## config.mk

```make
export PLATFORM = sky130hd
export DESIGN_NAME = iisu_cfg_regs
export DESIGN_NICKNAME = d
export VERILOG_FILES = /design/src/rtl/iisu_pkg.sv /design/src/rtl/iisu_cfg_regs.sv
export SDC_FILE = /design/constraint.sdc
export NUM_CORES = 1
export LEC_CHECK = 0
export ABC_CLOCK_PERIOD_IN_PS = 2700
export BUFFER_PORTS_ARGS = -buffer_cell sky130_fd_sc_hd__buf_2
export CAP_MARGIN = 10
export CORE_MARGIN = 4
export CORE_UTILIZATION = 46
export CTS_CLUSTER_DIAMETER = 60
export DETAILED_ROUTE_END_ITERATION = 10
export GPL_TIMING_DRIVEN = 0
export MAX_ROUTING_LAYER = met4
export PLACE_DENSITY = 0.82
export SLEW_MARGIN = 20
export SYNTH_ARGS = -nofsm -noshare
export SYNTH_HDL_FRONTEND = slang
export SYNTH_SLANG_ARGS = --single-unit
```

## constraint.sdc

```tcl
create_clock -name clk -period 2.7 [get_ports clk]
set_clock_uncertainty 0.15 [all_clocks]
set_input_delay 0.135 -clock clk [delete_from_list [all_inputs] [get_ports clk]]
set_output_delay 0.135 -clock clk [all_outputs]
set_load 0.005 [all_outputs]
```

## src/rtl/iisu_pkg.sv

```systemverilog
// Package of shared types, constants and register codes for the integral image unit.
package iisu_pkg;

  // Default sizing of the line store and sum width.
  localparam int MAX_WIDTH_DEFAULT    = 4096;
  localparam int MAX_CHANNELS_DEFAULT = 4;
  localparam int SUM_BITS_DEFAULT     = 32;

  // Image height bound and the width of the row counter that follows from it.
  localparam int MAX_HEIGHT = 4096;
  localparam int ROW_BITS   = 12;

  // Register field widths.
  localparam int WIDTH_BITS   = 13;
  localparam int HEIGHT_BITS  = 13;
  localparam int CHAN_BITS    = 3;
  localparam int APB_ADDR_BITS = 4;
  localparam int APB_DATA_BITS = 32;

  // Register values after reset.
  localparam logic [WIDTH_BITS-1:0]  WIDTH_RESET    = 13'd640;
  localparam logic [HEIGHT_BITS-1:0] HEIGHT_RESET   = 13'd480;
  localparam logic [CHAN_BITS-1:0]   CHANNELS_RESET = 3'd3;
  localparam logic                   PLANAR_RESET   = 1'b0;

  // Register index, taken from paddr[3:2].
  typedef enum logic [1:0] {
    REG_WIDTH    = 2'd0,
    REG_HEIGHT   = 2'd1,
    REG_CHANNELS = 2'd2,
    REG_PLANAR   = 2'd3
  } reg_index_t;

  // Raw configuration as held by the register block.
  typedef struct packed {
    logic [WIDTH_BITS-1:0]  image_width;
    logic [HEIGHT_BITS-1:0] image_height;
    logic [CHAN_BITS-1:0]   channel_count;
    logic                   planar_layout;
  } cfg_t;

endpackage

```

## src/rtl/iisu_cfg_regs.sv

```systemverilog
// APB-style configuration registers of the integral image unit.
module iisu_cfg_regs (
  input  logic                                clk,
  input  logic                                rst,
  input  logic                                psel,
  input  logic                                penable,
  input  logic                                pwrite,
  input  logic [iisu_pkg::APB_ADDR_BITS-1:0]  paddr,
  input  logic [iisu_pkg::APB_DATA_BITS-1:0]  pwdata,
  output logic [iisu_pkg::APB_DATA_BITS-1:0]  prdata,
  output logic                                pready,
  output iisu_pkg::cfg_t                      cfg
);

  iisu_pkg::reg_index_t reg_index;
  logic                 write_strobe;

  assign reg_index    = iisu_pkg::reg_index_t'(paddr[3:2]);
  assign pready       = 1'b1;
  assign write_strobe = psel && penable && pwrite && pready;

  // Register writes in the access cycle.
  always_ff @(posedge clk) begin
    if (rst) begin
      cfg.image_width   <= iisu_pkg::WIDTH_RESET;
      cfg.image_height  <= iisu_pkg::HEIGHT_RESET;
      cfg.channel_count <= iisu_pkg::CHANNELS_RESET;
      cfg.planar_layout <= iisu_pkg::PLANAR_RESET;
    end else if (write_strobe) begin
      unique case (reg_index)
        iisu_pkg::REG_WIDTH:    cfg.image_width   <= pwdata[iisu_pkg::WIDTH_BITS-1:0];
        iisu_pkg::REG_HEIGHT:   cfg.image_height  <= pwdata[iisu_pkg::HEIGHT_BITS-1:0];
        iisu_pkg::REG_CHANNELS: cfg.channel_count <= pwdata[iisu_pkg::CHAN_BITS-1:0];
        iisu_pkg::REG_PLANAR:   cfg.planar_layout <= pwdata[0];
      endcase
    end
  end

  // Read-back of the addressed register.
  always_comb begin
    unique case (reg_index)
      iisu_pkg::REG_WIDTH:    prdata = iisu_pkg::APB_DATA_BITS'(cfg.image_width);
      iisu_pkg::REG_HEIGHT:   prdata = iisu_pkg::APB_DATA_BITS'(cfg.image_height);
      iisu_pkg::REG_CHANNELS: prdata = iisu_pkg::APB_DATA_BITS'(cfg.channel_count);
      iisu_pkg::REG_PLANAR:   prdata = iisu_pkg::APB_DATA_BITS'(cfg.planar_layout);
    endcase
  end

endmodule

```

==> out/qor.yml <==
startpoint: "cfg[0]"
ys.flop_type: "dfxtp_1"
status: "completed"
routabilityCongestion: 0.727
setup_tns_ns: 0
synth_compound_area_frac: 0.0316
grt_max_degree: 11
synth_top_area_frac: 0.361
worst-path-max-fanout: 3
ys_top_cells_by_area: "dfxtp_1, mux2i_1, nand2b_1"
cts.sinks: 30
setup_ws_ns: 1.13
cp.arrival_ns: 1.28
cts_buffer_depth: 2
synthMuxAreaShare: 0.248
drtPass1Iterations: 6
finalWirelength_mm: 4.09
r2r_start: "cfg[1]"
diodes: 0
insertion_delay_ns: 0.33
die_area_um2: 4640
cts_buffers: 5
wire_per_inst_um: 12.7
placed_area_um2: 2090
drt_iter0_drc: 25
synthCells: 177
yosys.area_share.simple: 0.226
route.detailed.drc: 0
io_pins: 104
fp.coreArea_um2: 3420
dp_hpwl_mm: 2.88
area_growth_pct: 38.5
max_freq_ghz: 0.638
slowest_stage: "mux4_2"
grt_pass1_wl_mm: 6.13
synth_top_family_by_area: "multiplexers"
synth_cell_types: 24
largest_register_ffs: 30
layout_commonest_cell: "buf_2"
final_hold_viol_count: 0
drv_cap: 0
layout_common_cells: "buf_2, mux2i_1, nand2b_1, dfxtp_1"
leakage_uw: 0.00116
required_ns: 2.41
yosys_warnings: 0
drive_above_1_share: 0.357
drv_slew: 0
peakVddDrop_mv: 0.285
syn-cell-area_um2: 1660
fill_cells: 295
grt_usage: 0.188
largest_register: "cfg"
min_period_over_period: 0.581
overflow: 0
die_x_um: 68.1
postSynthAreaPerCell_um2: 9.39
yosys.area_share.adder: 0
timing.hold.ws_ns: 0.0945
hold_class: "in2reg"
synth-edff-count: 0
finalSetupViolCount: 0
path_cells: "mux4_2 -> buf_2"
period_needed_ns: 1.57
worst_setup_path_start_kind: "flop"
dp_slack_ns: 1.24
htreeDepth: 2
antenna_left: 0
grt_pass1_vias: 1271
via_count: 1461
final_cell_area_um2: 2300
synth-xor-area-share: 0
critical_path_class: "reg2out"
nets: 317
core.rowCount: 21
slew_headroom: 0.635
ys_seq_elements: 30
synth_top_area_cell: "dfxtp_1"
vias_per_cell: 4.52
die_h_um: 68.1
io_buffer_count: 61
cts_tree: "built"
ys_seq_area_frac: 0.361
grt_setup_unrepaired: "false"
async_reset_ff_frac: 0
antenna_found_initial: 0
p_total_uw: 931
tightestPinTransition_ns: 0.548
p_per_area_nw_per_um2: 404
hp-start: "paddr[3]"
critPathCaptureType: "output port"
cts-root-buf: "clkbuf_4"
clk_pin_slew_ns: 0.09
cpPeakStageDelay_ns: 0.48
top_regs: "cfg (30)"
initial_core_util: 0.487
## through the flow
stage | cells | utilization
finish | 323 | 0.674
global route | 323 | 0.674
CTS | 323 | 0.674
detailed placement | 302 | 0.613
global placement | 302 | 0.613
floorplan | 195 | -
## worst max-delay path: cells and delay by family, from the launching register on
kind,cells,cell delay (ns)
buffers and inverters,1,0.14
flip-flops,1,0.34
multiplexers,1,0.48
## cells in the mapped netlist, types with 3 or more instances
cell type,count
buf_2,3
buf_4,21
clkbuf_1,5
dfxtp_1,30
mux2i_1,39
nand2_1,3
nand2b_1,33
nor2_1,21
o21ai_0,3
## final timing paths
check | end | slack [ns] | depth (start not counted)
worst max-delay path | prdata[0] | 1.13 | 2
worst min-delay path | cfg[27] | 0.09 | 4
worst max register to register | cfg[1] | 1.73 | 2
worst min register to register | cfg[25] | 0.33 | 2
## report_power, final
group | internal (µW) | switching [µW]
sequential | 448 | 4.50
combinational | 79.7 | 65.3
clock | 178 | 155
## cell type report
| class | count | area (µm²) | share of cell area |
|---|---|---|---|
| Buffer | 31 | 214 | 0.0929 |
| Clock buffer | 8 | 78.8 | 0.0342 |
| Multi-Input combinational cell | 134 | 916 | 0.398 |
| Tap cell | 46 | 57.6 | 0.0250 |
| Sequential cell | 30 | 601 | 0.261 |
| Timing Repair Buffer | 74 | 435 | 0.189 |
## layer usage
| layer | wire, µm | track usage |
|---|---|---|
| met5 | 0 | - |
| met4 | 14 | 0.0447 |
| met3 | 327 | 0.0608 |
| met2 | 2020 | 0.313 |
| met1 | 1730 | 0.219 |
## repair_timing
item                      CTS  global route
hold endpoints to repair   30             0
hold buffers               13             0
setup buffers               0             0
resized for setup           0             0
## logic make-up after synthesis
kind of cell	count (synthesis)
simple gates	66
mux	40
buf+inv	31
flops	30
compound gates	8
other cells	2
No activity file was read; power rests on OpenSTA's default activity.
