<file path="config.mk">
export PLATFORM = sky130hd
export DESIGN_NAME = iisu_position
export DESIGN_NICKNAME = d
export VERILOG_FILES = /design/src/rtl/iisu_pkg.sv /design/src/rtl/iisu_position.sv
export SDC_FILE = /design/constraint.sdc
export NUM_CORES = 1
export LEC_CHECK = 0
export ABC_AREA = 0
export BUFFER_PORTS_ARGS = -buffer_cell sky130_fd_sc_hd__buf_4
export CAP_MARGIN = 20
export CORE_MARGIN = 2
export CORE_UTILIZATION = 52
export CTS_CLUSTER_DIAMETER = 60
export CTS_CLUSTER_SIZE = 28
export DETAILED_ROUTE_END_ITERATION = 8
export PLACE_DENSITY = 0.79
export SYNTH_ARGS = -nofsm -noshare
export SYNTH_HDL_FRONTEND = slang
export SYNTH_SLANG_ARGS = --single-unit
export TNS_END_PERCENT = 30
</file>
<file path="constraint.sdc">
create_clock -name clk -period 4 [get_ports clk]
set_input_delay 0.2 -clock clk [delete_from_list [all_inputs] [get_ports clk]]
set_output_delay 0.2 -clock clk [all_outputs]
set_load 0.02 [all_outputs]
</file>
<file path="src/rtl/iisu_pkg.sv">
// Package of shared types, constants and register codes for the integral image unit.
package iisu_pkg;

  // Default sizing of the line store and sum width.
  localparam int MAX_WIDTH_DEFAULT    = 4096;
  localparam int MAX_CHANNELS_DEFAULT = 4;
  localparam int SUM_BITS_DEFAULT     = 32;

  // Image height bound and the width of the row counter that follows from it.
  localparam int MAX_HEIGHT = 4096;
  localparam int ROW_BITS   = 12;

  // Register field widths.
  localparam int WIDTH_BITS   = 13;
  localparam int HEIGHT_BITS  = 13;
  localparam int CHAN_BITS    = 3;
  localparam int APB_ADDR_BITS = 4;
  localparam int APB_DATA_BITS = 32;

  // Register values after reset.
  localparam logic [WIDTH_BITS-1:0]  WIDTH_RESET    = 13'd640;
  localparam logic [HEIGHT_BITS-1:0] HEIGHT_RESET   = 13'd480;
  localparam logic [CHAN_BITS-1:0]   CHANNELS_RESET = 3'd3;
  localparam logic                   PLANAR_RESET   = 1'b0;

  // Register index, taken from paddr[3:2].
  typedef enum logic [1:0] {
    REG_WIDTH    = 2'd0,
    REG_HEIGHT   = 2'd1,
    REG_CHANNELS = 2'd2,
    REG_PLANAR   = 2'd3
  } reg_index_t;

  // Raw configuration as held by the register block.
  typedef struct packed {
    logic [WIDTH_BITS-1:0]  image_width;
    logic [HEIGHT_BITS-1:0] image_height;
    logic [CHAN_BITS-1:0]   channel_count;
    logic                   planar_layout;
  } cfg_t;

endpackage

</file>
<file path="src/rtl/iisu_position.sv">
// Raster position tracker and line-store address generator.
module iisu_position #(
  parameter int MAX_WIDTH    = iisu_pkg::MAX_WIDTH_DEFAULT,
  parameter int MAX_CHANNELS = iisu_pkg::MAX_CHANNELS_DEFAULT,
  parameter int ADDR_BITS    = 12,
  parameter int COL_BITS     = 12,
  parameter int CH_BITS      = 2
) (
  input  logic                 clk,
  input  logic                 rst,
  input  logic                 advance,
  input  logic                 frame_start,
  input  iisu_pkg::cfg_t       cfg,
  output logic [ADDR_BITS-1:0] addr,
  output logic [CH_BITS-1:0]   ch_cur,
  output logic                 col_zero,
  output logic                 row_zero,
  output logic                 last
);

  localparam int WB = ((COL_BITS > iisu_pkg::WIDTH_BITS) ? COL_BITS : iisu_pkg::WIDTH_BITS) + 1;
  localparam int HB = iisu_pkg::ROW_BITS + 1;
  localparam int CB = ((CH_BITS > iisu_pkg::CHAN_BITS) ? CH_BITS : iisu_pkg::CHAN_BITS) + 1;
  localparam logic [WB-1:0] W_MAX = WB'(MAX_WIDTH);
  localparam logic [HB-1:0] H_MAX = HB'(iisu_pkg::MAX_HEIGHT);
  localparam logic [CB-1:0] C_MAX = CB'(MAX_CHANNELS);
  localparam logic [ADDR_BITS:0] PLANE_SIZE = (ADDR_BITS+1)'(MAX_WIDTH);

  logic [COL_BITS-1:0]           col, col_cur, col_next;
  logic [iisu_pkg::ROW_BITS-1:0] row, row_cur, row_next;
  logic [CH_BITS-1:0]            ch, ch_next;
  logic [WB-1:0] w_raw, w_eff, col_inc;
  logic [HB-1:0] h_raw, h_eff, row_inc;
  logic [CB-1:0] c_raw, c_eff, ch_inc;
  logic          col_end, row_end, ch_end;
  logic [ADDR_BITS:0] addr_full;

  // Clamp the registers to their legal ranges.
  always_comb begin
    w_raw = WB'(cfg.image_width);
    h_raw = HB'(cfg.image_height);
    c_raw = CB'(cfg.channel_count);
    w_eff = (w_raw == '0) ? WB'(1) : ((w_raw > W_MAX) ? W_MAX : w_raw);
    h_eff = (h_raw == '0) ? HB'(1) : ((h_raw > H_MAX) ? H_MAX : h_raw);
    c_eff = (c_raw == '0) ? CB'(1) : ((c_raw > C_MAX) ? C_MAX : c_raw);
  end

  // Current position: a frame start forces the origin.
  always_comb begin
    col_cur = frame_start ? '0 : col;
    row_cur = frame_start ? '0 : row;
    ch_cur  = frame_start ? '0 : ch;
    col_inc = WB'(col_cur) + WB'(1);
    row_inc = HB'(row_cur) + HB'(1);
    ch_inc  = CB'(ch_cur) + CB'(1);
    col_end = (col_inc >= w_eff);
    row_end = (row_inc >= h_eff);
    ch_end  = (ch_inc >= c_eff);
    col_zero = (col_cur == '0);
    row_zero = (row_cur == '0);
    last     = col_end && row_end && ch_end;
    addr_full = (ADDR_BITS+1)'(ch_cur) * PLANE_SIZE + (ADDR_BITS+1)'(col_cur);
    addr      = addr_full[ADDR_BITS-1:0];
  end

  // Next position in layout order.
  always_comb begin
    col_next = col_cur;
    row_next = row_cur;
    ch_next  = ch_cur;
    if (cfg.planar_layout) begin
      col_next = col_end ? '0 : col_inc[COL_BITS-1:0];
      if (col_end) begin
        row_next = row_end ? '0 : row_inc[iisu_pkg::ROW_BITS-1:0];
        if (row_end) begin
          ch_next = ch_end ? '0 : ch_inc[CH_BITS-1:0];
        end
      end
    end else begin
      ch_next = ch_end ? '0 : ch_inc[CH_BITS-1:0];
      if (ch_end) begin
        col_next = col_end ? '0 : col_inc[COL_BITS-1:0];
        if (col_end) begin
          row_next = row_end ? '0 : row_inc[iisu_pkg::ROW_BITS-1:0];
        end
      end
    end
  end

  // Position registers move on every accepted word.
  always_ff @(posedge clk) begin
    if (rst) begin
      col <= '0;
      row <= '0;
      ch  <= '0;
    end else if (advance) begin
      col <= col_next;
      row <= row_next;
      ch  <= ch_next;
    end
  end

endmodule

</file>
==> flow_summary.html, run 1 <==
<table>
<tr><th>Metric</th><th>Value</th></tr>
<tr><th colspan="2">Worst setup path</th></tr>
<tr><td>Endpoint class of the critical path</td><td>output port</td></tr>
<tr><td>Max Fanout on Critical Path</td><td>7</td></tr>
<tr><td>Critical R2R Capture</td><td>row[7]</td></tr>
<tr><td>Worst flop-to-flop path startpoint</td><td>col[1]</td></tr>
<tr><td>CP arrival</td><td>between 3000 and 4000 ps</td></tr>
<tr><td>Worst Setup Start Kind</td><td>flip-flop</td></tr>
<tr><td>Worst path cell trace</td><td>nor2b_2 &gt; ha_2 &gt; nand4_1 &gt; nor3b_2 &gt; and3_1 &gt; nand3_1 &gt; xnor2_2 &gt; ha_1 &gt; nand4_2 &gt; a2111oi_4 &gt; o21ai_2 &gt; nand2_4 &gt; inv_1 &gt; nor3_1 &gt; buf_4</td></tr>
<tr><td>Required arrival time at the worst endpoint</td><td>around 3800 ps</td></tr>
<tr><td>Worst Setup Path Type</td><td>flip-flop to output port</td></tr>
<tr><td>Minimum setup slack among reg-to-reg paths</td><td>between 200 and 250 ps</td></tr>
<tr><td>Critical Path Slowest Stage Cell</td><td>sky130_fd_sc_hd__a2111oi_4</td></tr>
<tr><td>Buffers plus inverters on the worst setup path</td><td>2</td></tr>
<tr><td>CP delay by family, top</td><td>simple AND/OR/NAND/NOR gates</td></tr>
<tr><td>Path depth of the worst reg2reg path</td><td>15</td></tr>
<tr><td>Longest individual stage delay on the worst path</td><td>~370 ps</td></tr>
<tr><th colspan="2">CTS</th></tr>
<tr><td>Count of H-tree levels built during CTS</td><td>1</td></tr>
<tr><td>Clk sink count</td><td>26</td></tr>
<tr><td>TritonCTS Buffers</td><td>3</td></tr>
<tr><td>Hold buffers post-CTS</td><td>0</td></tr>
<tr><td>Clock transition time at the flip-flop clock pins of the worst setup and hold paths</td><td>100 ps</td></tr>
<tr><td>CTS tree</td><td>yes</td></tr>
<tr><td>Library cell used as clock root buffer</td><td>sky130_fd_sc_hd__clkbuf_8</td></tr>
<tr><td>Max clock buf depth</td><td>2</td></tr>
<tr><td>Later-pin clock latency in the skew report</td><td>about 280 ps</td></tr>
<tr><th colspan="2">STA</th></tr>
<tr><td>Setup clock skew after layout</td><td>roughly 2.1 ps</td></tr>
<tr><td>Finish-stage setup viols</td><td>0</td></tr>
<tr><td>Highest clock rate</td><td>roughly 260 MHz</td></tr>
<tr><td>Relative max-transition margin</td><td>around 50%</td></tr>
<tr><td>Worst Setup Slack, final</td><td>153 ps</td></tr>
<tr><td>Hold Vio Cnt, Final</td><td>0</td></tr>
<tr><td>Worst hold slack</td><td>a little over 300 ps</td></tr>
<tr><td>Period utilisation layout</td><td>a little over nine tenths</td></tr>
<tr><td>Shortest clock period the worst path allows after layout</td><td>just under 4000 ps</td></tr>
<tr><td>Setup repair after global routing missed its margin</td><td>no</td></tr>
<tr><td>Transition at the pin with the smallest max-transition slack</td><td>730 ps</td></tr>
<tr><td>Final Max Slew Viols</td><td>0</td></tr>
<tr><td>Final sum of negative setup slack</td><td>0 ps</td></tr>
<tr><th colspan="2">Routing</th></tr>
<tr><td>Detailed router's first-iteration violation count</td><td>roughly 250</td></tr>
<tr><td>Count of TritonRoute iterations in the first routing pass</td><td>4</td></tr>
<tr><td>Vias after detailed routing</td><td>2940</td></tr>
<tr><td>Drt wl/cell</td><td>15.0 um</td></tr>
<tr><td>Remaining routing DRC violations</td><td>0</td></tr>
<tr><td>Via density per instance</td><td>between 5 and 6</td></tr>
<tr><td>Final wirelength</td><td>between 7 and 8 mm</td></tr>
<tr><td>Remaining number of nets flagged by the antenna check after routing</td><td>0</td></tr>
<tr><th colspan="2">Logic synthesis</th></tr>
<tr><td>Distinct cell type count of the synthesized netlist</td><td>55</td></tr>
<tr><td>Post-synthesis cell area</td><td>about 2900 um2</td></tr>
<tr><td>Synth Area per Inst</td><td>~7.5 um2</td></tr>
<tr><td>Sequential fraction of the synthesis area</td><td>around 18%</td></tr>
<tr><td>Net count after synthesis</td><td>450</td></tr>
<tr><td>Main synth FF type</td><td>sky130_fd_sc_hd__dfxtp_1</td></tr>
<tr><td>Yosys reg bits</td><td>26</td></tr>
<tr><td>Library cell with the largest summed area after synthesis</td><td>sky130_fd_sc_hd__dfxtp_1</td></tr>
<tr><td>Post-synth ARST share</td><td>0%</td></tr>
<tr><td>Portion of synthesized cell area occupied by the leading cell type</td><td>between 10% and 20%</td></tr>
<tr><td>Number of synthesized flops with an enable pin</td><td>0</td></tr>
<tr><td>Synth warn</td><td>0</td></tr>
<tr><td>Instance count of the mapped netlist</td><td>about 380</td></tr>
<tr><td>Dominant cells by area after synthesis</td><td>sky130_fd_sc_hd__dfxtp_1 18%, sky130_fd_sc_hd__ha_1 15%, sky130_fd_sc_hd__nand2_1 8.5%</td></tr>
<tr><th colspan="2">Placed design</th></tr>
<tr><td>Detailed placement HPWL</td><td>~5.7 mm</td></tr>
<tr><td>Port Buffers</td><td>50</td></tr>
<tr><td>Setup Slack @ Placement</td><td>a little over 100 ps</td></tr>
<tr><td>Final weighted congestion in routability-driven placement</td><td>between 0.8 and 0.9</td></tr>
<tr><td>Standard cell area after detailed placement</td><td>3280 um2</td></tr>
<tr><th colspan="2">Global routing</th></tr>
<tr><td>GRT overflow</td><td>0</td></tr>
<tr><td>First-pass GRT wire length</td><td>12.4 mm</td></tr>
<tr><td>Largest net degree at the start of global routing</td><td>40</td></tr>
<tr><td>Via count of the first global-routing pass</td><td>~2.8k</td></tr>
<tr><td>Initial antenna violation count</td><td>0</td></tr>
<tr><td>Total GRT Usage</td><td>about a quarter</td></tr>
<tr><th colspan="2">Power and ir drop</th></tr>
<tr><td>Combinational Power Share</td><td>between 30% and 40%</td></tr>
<tr><td>Power density over cell area</td><td>between 200 and 250 nW/um2</td></tr>
<tr><td>Worst vdd ir</td><td>0.156 mV</td></tr>
<tr><td>Leakage power figure</td><td>~1.5 nW</td></tr>
<tr><td>Switching power</td><td>243 uW</td></tr>
<tr><td>Portion of total power attributed to sequential cells</td><td>a little over 40%</td></tr>
<tr><td>Share of total power in the clock network</td><td>26.0%</td></tr>
<tr><td>Sw Share</td><td>34.7%</td></tr>
<tr><td>Total design power</td><td>about 700 uW</td></tr>
<tr><td>Int Power</td><td>between 400 and 500 uW</td></tr>
<tr><th colspan="2">Job</th></tr>
<tr><td>Max capacitance violation total</td><td>0</td></tr>
<tr><th colspan="2">Final layout</th></tr>
<tr><td>Layout filler cell count</td><td>489</td></tr>
<tr><td>Area growth, synth to finish</td><td>17.7%</td></tr>
<tr><td>Number of nets in the layout</td><td>between 400 and 500</td></tr>
<tr><td>Finished layout cell area</td><td>approximately 3400 um2</td></tr>
<tr><td>Commonest non-fill, non-tap cell in the layout</td><td>sky130_fd_sc_hd__nand2_1</td></tr>
<tr><td>Commonest cells after routing, fill and taps aside</td><td>65 x sky130_fd_sc_hd__nand2_1, 62 x sky130_fd_sc_hd__buf_4, 33 x sky130_fd_sc_hd__ha_1, 32 x sky130_fd_sc_hd__nor2_1, 26 x sky130_fd_sc_hd__dfxtp_1</td></tr>
<tr><td>Reg area</td><td>between 500 and 600 um2</td></tr>
<tr><td>Layout cell share with drive strength beyond 1</td><td>a little over a fifth</td></tr>
<tr><td>Inserted Diodes</td><td>0</td></tr>
<tr><td>Combined area of the multi-input logic cells</td><td>between 2000 and 2500 um2</td></tr>
<tr><th colspan="2">Hold path</th></tr>
<tr><td>Type of the most critical hold path</td><td>primary input to flip-flop</td></tr>
<tr><td>Worst hold stages</td><td>2</td></tr>
<tr><td>End of the worst hold path</td><td>col[11]</td></tr>
<tr><td>Start point of the worst min-delay path</td><td>rst</td></tr>
<tr><th colspan="2">Floorplan</th></tr>
<tr><td>Die height</td><td>approximately 78 um</td></tr>
<tr><td>Die area</td><td>between 6000 and 7000 um2</td></tr>
<tr><td>Horiz. Die Dim</td><td>78.2 um</td></tr>
<tr><td>FP Rows</td><td>27</td></tr>
<tr><td>Effective utilization at floorplan</td><td>52.9%</td></tr>
<tr><td>Number of I/O pins</td><td>51</td></tr>
<tr><td>CORE AREA</td><td>roughly 5400 um2</td></tr>
<tr><th colspan="2">Status</th></tr>
<tr><td>Result of the run</td><td>complete, no violations</td></tr>
</table>
[synthesized netlist by cell type (4+ instances only)]
library cell and n:
sky130_fd_sc_hd__buf_6 4, sky130_fd_sc_hd__nor2_1 32, sky130_fd_sc_hd__a31oi_1 5, sky130_fd_sc_hd__a311oi_1 5, sky130_fd_sc_hd__o21ai_0 12, sky130_fd_sc_hd__ha_1 34, sky130_fd_sc_hd__o21bai_1 7, sky130_fd_sc_hd__a221oi_1 4
sky130_fd_sc_hd__nand2_1 65, sky130_fd_sc_hd__nor2b_1 17, sky130_fd_sc_hd__a211oi_1 4, sky130_fd_sc_hd__clkbuf_1 16, sky130_fd_sc_hd__nand3_1 17, sky130_fd_sc_hd__xor2_1 10, sky130_fd_sc_hd__xnor2_1 9, sky130_fd_sc_hd__nand3b_1 6
sky130_fd_sc_hd__a21oi_1 14, sky130_fd_sc_hd__nor4_1 7, sky130_fd_sc_hd__nor3_1 10, sky130_fd_sc_hd__inv_1 11, sky130_fd_sc_hd__dfxtp_1 26, sky130_fd_sc_hd__and3_1 6, sky130_fd_sc_hd__nand2b_1 4, sky130_fd_sc_hd__nand4_1 6
[kinds of logic (layout without fill, tap and decap cells)]
| family | Yosys count | in the layout | share of synthesized area (%) |
|---|---|---|---|
| muxes | 2 | 2 | 0.700 |
| adders and majority gates | 34 | 34 | 14.9 |
| AOI/OAI and AO/OA | 75 | 75 | 20.0 |
| xor gates and xnor gates | 20 | 20 | 6.39 |
| and+or+nand+nor | 189 | 189 | 33.8 |
| DFF | 26 | 26 | 18.2 |
| buffers and inverters | 36 | 78 | 6.04 |
[metrics by stage]
step                      cells  utilization [%]
after global placement      491             60.7
after detailed placement    491             60.7
after floorplan             382                -
final                       496             62.3
after CTS                   495             61.8
after global routing        496             62.3
[final cells by class]
| cell class | instances | area share [%] |
|---|---|---|
| multi-input cells | 320 | 65.1 |
| flip-flops and latches | 26 | 15.5 |
| well taps | 72 | 2.68 |
| clock buffers | 4 | 1.64 |
| inverters | 12 | 1.34 |
| repair buffers | 62 | 13.8 |
[worst reg2reg max path, stage by stage, from the launching register on]
cell                        delay, ps
sky130_fd_sc_hd__dfxtp_1          360
sky130_fd_sc_hd__nor2b_2          220
sky130_fd_sc_hd__ha_2             260
sky130_fd_sc_hd__nand4_1          130
sky130_fd_sc_hd__nor3b_2          250
sky130_fd_sc_hd__and3_1           230
sky130_fd_sc_hd__nand3_1          130
sky130_fd_sc_hd__xnor2_2          190
sky130_fd_sc_hd__ha_1             330
sky130_fd_sc_hd__nand4_2          150
sky130_fd_sc_hd__a2111oi_4        370
sky130_fd_sc_hd__o21ai_2          150
sky130_fd_sc_hd__a21oi_2          330
sky130_fd_sc_hd__buf_4            220
sky130_fd_sc_hd__nand4_1          100
sky130_fd_sc_hd__a311oi_1         280
[power groups by stage]
| stage | Sequential (mW) | Combinational [mW] | Clock [mW] |
|---|---|---|---|
| after detailed placement | 0.290 | 0.229 | 0 |
| after CTS | 0.284 | 0.230 | 0.183 |
| final | 0.284 | 0.234 | 0.182 |
| after floorplan | 0.286 | 0.158 | 0 |
| after global routing | 0.286 | 0.260 | 0.192 |
| after global placement | 0.289 | 0.223 | 0 |
[worst max-delay path by stage]
stage,startpoint,to,slack [ps],cells after the start
after global placement,frame_start,col[2],270,16
after floorplan,frame_start,last,10,18
after global routing,col[1],last,10,15
final,col[1],last,150,15
after detailed placement,frame_start,col[8],100,16
after CTS,col[1],last,20,15
[sequential cells by signal (all words and copies together), names as in the netlist]
register,cells
row,12
col,12
ch,2
[per-layer routing]
layer | global-route usage [%] | vias up | routed length [um]
met5 | 0 | - | 0
met4 | 10.0 | 0 | 131
met2 | 44.2 | 93 | 3640
met3 | 2.07 | 10 | 376
li1 | - | 1455 | -
met1 | 29.3 | 1382 | 3300
[repair_timing]
item,CTS,global route
gates resized for setup,0,5
endpoints found under the setup margin,0,18
endpoints found under the hold margin,0,0
setup buffers,0,1
No activity file was read; power rests on OpenSTA's default activity.
==> run 2, diff against run 1 <==
==> constraint.sdc (replaced) <==
create_clock -name clk -period 4 [get_ports clk]
set_input_delay 0.2 -clock clk [delete_from_list [all_inputs] [get_ports clk]]
set_output_delay 0.2 -clock clk [all_outputs]
set_load 0.1 [all_outputs]
==> run 2 against run 1 <==
  * Combinational power is 24% higher
  * Final area is 0.74% higher
  * Cell count is 0.20% lower
==> flow_summary.html, run 2 (synthesis gave the netlist of run 1 again) <==
<table>
<tr><th>Metric</th><th>Value</th></tr>
<tr><th colspan="2">CTS</th></tr>
<tr><td>CTS tree</td><td>yes</td></tr>
<tr><td>Clk sink count</td><td>26</td></tr>
<tr><td>Count of H-tree levels built during CTS</td><td>1</td></tr>
<tr><td>Max clock buf depth</td><td>2</td></tr>
<tr><td>TritonCTS Buffers</td><td>3</td></tr>
<tr><td>Post-CTS setup buffer count</td><td>0</td></tr>
<tr><td>Later-pin clock latency in the skew report</td><td>280 ps</td></tr>
<tr><td>Clock transition time at the flip-flop clock pins of the worst setup and hold paths</td><td>~90 ps</td></tr>
<tr><td>Library cell used as clock root buffer</td><td>sky130_fd_sc_hd__clkbuf_8</td></tr>
<tr><td>Hold buffers post-CTS</td><td>0</td></tr>
<tr><td># resized after CTS</td><td>0</td></tr>
<tr><th colspan="2">Final layout</th></tr>
<tr><td>Inserted Diodes</td><td>0</td></tr>
<tr><td>Layout filler cell count</td><td>~480</td></tr>
<tr><td>Area growth, synth to finish</td><td>18.5%</td></tr>
<tr><td>Combined area of the multi-input logic cells</td><td>2230 um2</td></tr>
<tr><td>Reg area</td><td>between 500 and 600 um2</td></tr>
<tr><td>Largest registers</td><td>col: 12 flops, row: 12 flops, ch: 2 flops</td></tr>
<tr><td>Final instance count without filler cells</td><td>approximately 500</td></tr>
<tr><td>Layout cell share with drive strength beyond 1</td><td>roughly a quarter</td></tr>
<tr><td>Commonest cells after routing, fill and taps aside</td><td>65 x sky130_fd_sc_hd__nand2_1, 62 x sky130_fd_sc_hd__buf_4, 33 x sky130_fd_sc_hd__ha_1, 32 x sky130_fd_sc_hd__nor2_1, 26 x sky130_fd_sc_hd__dfxtp_1</td></tr>
<tr><td>Number of nets in the layout</td><td>493</td></tr>
<tr><td>Commonest non-fill, non-tap cell in the layout</td><td>sky130_fd_sc_hd__nand2_1</td></tr>
<tr><th colspan="2">STA</th></tr>
<tr><td>Period utilisation layout</td><td>93.8%</td></tr>
<tr><td>Final sum of negative setup slack</td><td>0 ps</td></tr>
<tr><td>Relative max-transition margin</td><td>53.2%</td></tr>
<tr><td>Setup clock skew after layout</td><td>between 6 and 7 ps</td></tr>
<tr><td>Finish-stage setup viols</td><td>0</td></tr>
<tr><td>Setup repair after global routing missed its margin</td><td>no</td></tr>
<tr><td>Hold Vio Cnt, Final</td><td>0</td></tr>
<tr><td>Worst hold slack</td><td>around 300 ps</td></tr>
<tr><td>Transition at the pin with the smallest max-transition slack</td><td>roughly 700 ps</td></tr>
<tr><td>Final Max Slew Viols</td><td>0</td></tr>
<tr><td>Highest clock rate</td><td>between 200 and 300 MHz</td></tr>
<tr><td>Shortest clock period the worst path allows after layout</td><td>around 3800 ps</td></tr>
<tr><th colspan="2">Worst setup path</th></tr>
<tr><td>Worst flop-to-flop path startpoint</td><td>col[0]</td></tr>
<tr><td>Worst path cell trace</td><td>nor2b_4 &gt; ha_4 &gt; nand4_1 &gt; nor3b_2 &gt; and3_2 &gt; nand3_4 &gt; xnor2_2 &gt; ha_1 &gt; nand4_2 &gt; inv_1 &gt; a221oi_2 &gt; nand2_2 &gt; inv_2 &gt; nor3_4 &gt; buf_4</td></tr>
<tr><td>Minimum setup slack among reg-to-reg paths</td><td>around 290 ps</td></tr>
<tr><td>Max Fanout on Critical Path</td><td>7</td></tr>
<tr><td>Critical Path Slowest Stage Cell</td><td>sky130_fd_sc_hd__a221oi_2</td></tr>
<tr><td>Endpoint class of the critical path</td><td>output port</td></tr>
<tr><td>Worst setup path startpoint</td><td>col[0]</td></tr>
<tr><td>Worst Setup Path Type</td><td>flip-flop to output port</td></tr>
<tr><td>Worst Setup Start Kind</td><td>flip-flop</td></tr>
<tr><td>Required arrival time at the worst endpoint</td><td>3800 ps</td></tr>
<tr><td>Longest individual stage delay on the worst path</td><td>380 ps</td></tr>
<tr><td>CP arrival</td><td>around 3600 ps</td></tr>
<tr><th colspan="2">Floorplan</th></tr>
<tr><td>Die height</td><td>78.2 um</td></tr>
<tr><td>Effective utilization at floorplan</td><td>about 53%</td></tr>
<tr><td>Number of I/O pins</td><td>51</td></tr>
<tr><td>CORE AREA</td><td>roughly 5400 um2</td></tr>
<tr><td>Horiz. Die Dim</td><td>78.2 um</td></tr>
<tr><td>FP Rows</td><td>27</td></tr>
<tr><td>Die area</td><td>6110 um2</td></tr>
<tr><th colspan="2">Hold path</th></tr>
<tr><td>Start point of the worst min-delay path</td><td>rst</td></tr>
<tr><td>Type of the most critical hold path</td><td>primary input to flip-flop</td></tr>
<tr><th colspan="2">Placed design</th></tr>
<tr><td>Placed instance count</td><td>between 400 and 500</td></tr>
<tr><td>Port Buffers</td><td>50</td></tr>
<tr><td>Detailed placement HPWL</td><td>6.18 mm</td></tr>
<tr><td>Final weighted congestion in routability-driven placement</td><td>approximately 0.93</td></tr>
<tr><th colspan="2">Routing</th></tr>
<tr><td>Vias after detailed routing</td><td>roughly 2.9k</td></tr>
<tr><td>Detailed router's first-iteration violation count</td><td>between 200 and 250</td></tr>
<tr><td>Drt wl/cell</td><td>15.6 um</td></tr>
<tr><td>Remaining routing DRC violations</td><td>0</td></tr>
<tr><td>Count of TritonRoute iterations in the first routing pass</td><td>4</td></tr>
<tr><td>Remaining number of nets flagged by the antenna check after routing</td><td>0</td></tr>
<tr><td>Final wirelength</td><td>7.70 mm</td></tr>
<tr><td>Via density per instance</td><td>between 5 and 6</td></tr>
<tr><th colspan="2">Global routing</th></tr>
<tr><td>Initial antenna violation count</td><td>0</td></tr>
<tr><td>Via count of the first global-routing pass</td><td>a little under 3k</td></tr>
<tr><td>First-pass GRT wire length</td><td>between 10 and 15 mm</td></tr>
<tr><td>GRT overflow</td><td>0</td></tr>
<tr><td>Total GRT Usage</td><td>a little over a quarter</td></tr>
<tr><td>Largest net degree at the start of global routing</td><td>40</td></tr>
<tr><th colspan="2">Power and ir drop</th></tr>
<tr><td>Portion of total power attributed to sequential cells</td><td>38.8%</td></tr>
<tr><td>Share of total power in the clock network</td><td>roughly 22%</td></tr>
<tr><td>Switching power</td><td>~290 uW</td></tr>
<tr><td>Total design power</td><td>between 700 and 800 uW</td></tr>
<tr><td>Leakage power figure</td><td>approximately 1.5 nW</td></tr>
<tr><td>Power density over cell area</td><td>between 200 and 250 nW/um2</td></tr>
<tr><td>Int Power</td><td>around 440 uW</td></tr>
<tr><td>Sw Share</td><td>about two fifths</td></tr>
<tr><td>Worst vdd ir</td><td>0.145 mV</td></tr>
<tr><td>Combinational Power Share</td><td>between 30% and 40%</td></tr>
<tr><th colspan="2">Status</th></tr>
<tr><td>Result of the run</td><td>complete, no violations</td></tr>
<tr><th colspan="2">Job</th></tr>
<tr><td>Max capacitance violation total</td><td>0</td></tr>
</table>
run 2: cell count changes in the layout (fill, tap and decap cells not counted), sizes merged:
| cell | before | now |
|---|---|---|
| clkbuf | 4 | 3 |
run 2: final timing paths:
kind                            cells after the start      end
worst max-delay path                               15     last
worst min-delay path                                2  col[11]
worst max register to register                     16   col[6]
worst min register to register                      2    ch[1]
run 2: power by group through the flow:
| stage | logic (mW) | clock network [mW] | registers [mW] |
|---|---|---|---|
| after global placement | 0.284 | 0 | 0.290 |
| after CTS | 0.291 | 0.155 | 0.284 |
| after floorplan | 0.218 | 0 | 0.286 |
| final | 0.291 | 0.158 | 0.285 |
| after global routing | 0.317 | 0.167 | 0.287 |
| after detailed placement | 0.290 | 0 | 0.291 |
run 2: metal layers:
metal / vias to the layer above / track usage, % / part of all wire (%)
met3: 16 / 3.33 / 5.6
met2: 99 / 46.8 / 50
li1: 1455 / - / -
met1: 1372 / 32.0 / 42
met5: - / 0 / 0
met4: 0 / 8.60 / 2.3
run 2: stage by stage:
stage	setup WS, ps	instance area, um2	utilization [%]
CTS	217	3390	62.7
finish	248	3390	62.7
detailed placement	249	3350	61.9
floorplan	-270	2970	-
global placement	429	3350	61.9
global route	21.9	3390	62.7
run 2: layout make-up:
type / count / share of cell area, %
inverters: 12 / 1.33
well taps: 72 / 2.66
clock buffers: 3 / 1.22
flip-flops and latches: 26 / 15.4
repair buffers: 62 / 13.7
multi-input cells: 320 / 65.7
run 2: critical path, delay by kind of cell, from the launching register on:
family	cells	cell delay, ps
xor gates and xnor gates	1	240
adders and majority gates	2	470
AOI/OAI and AO/OA	1	380
and+or+nand+nor	8	1380
buffers and inverters	3	430
DFF	1	370
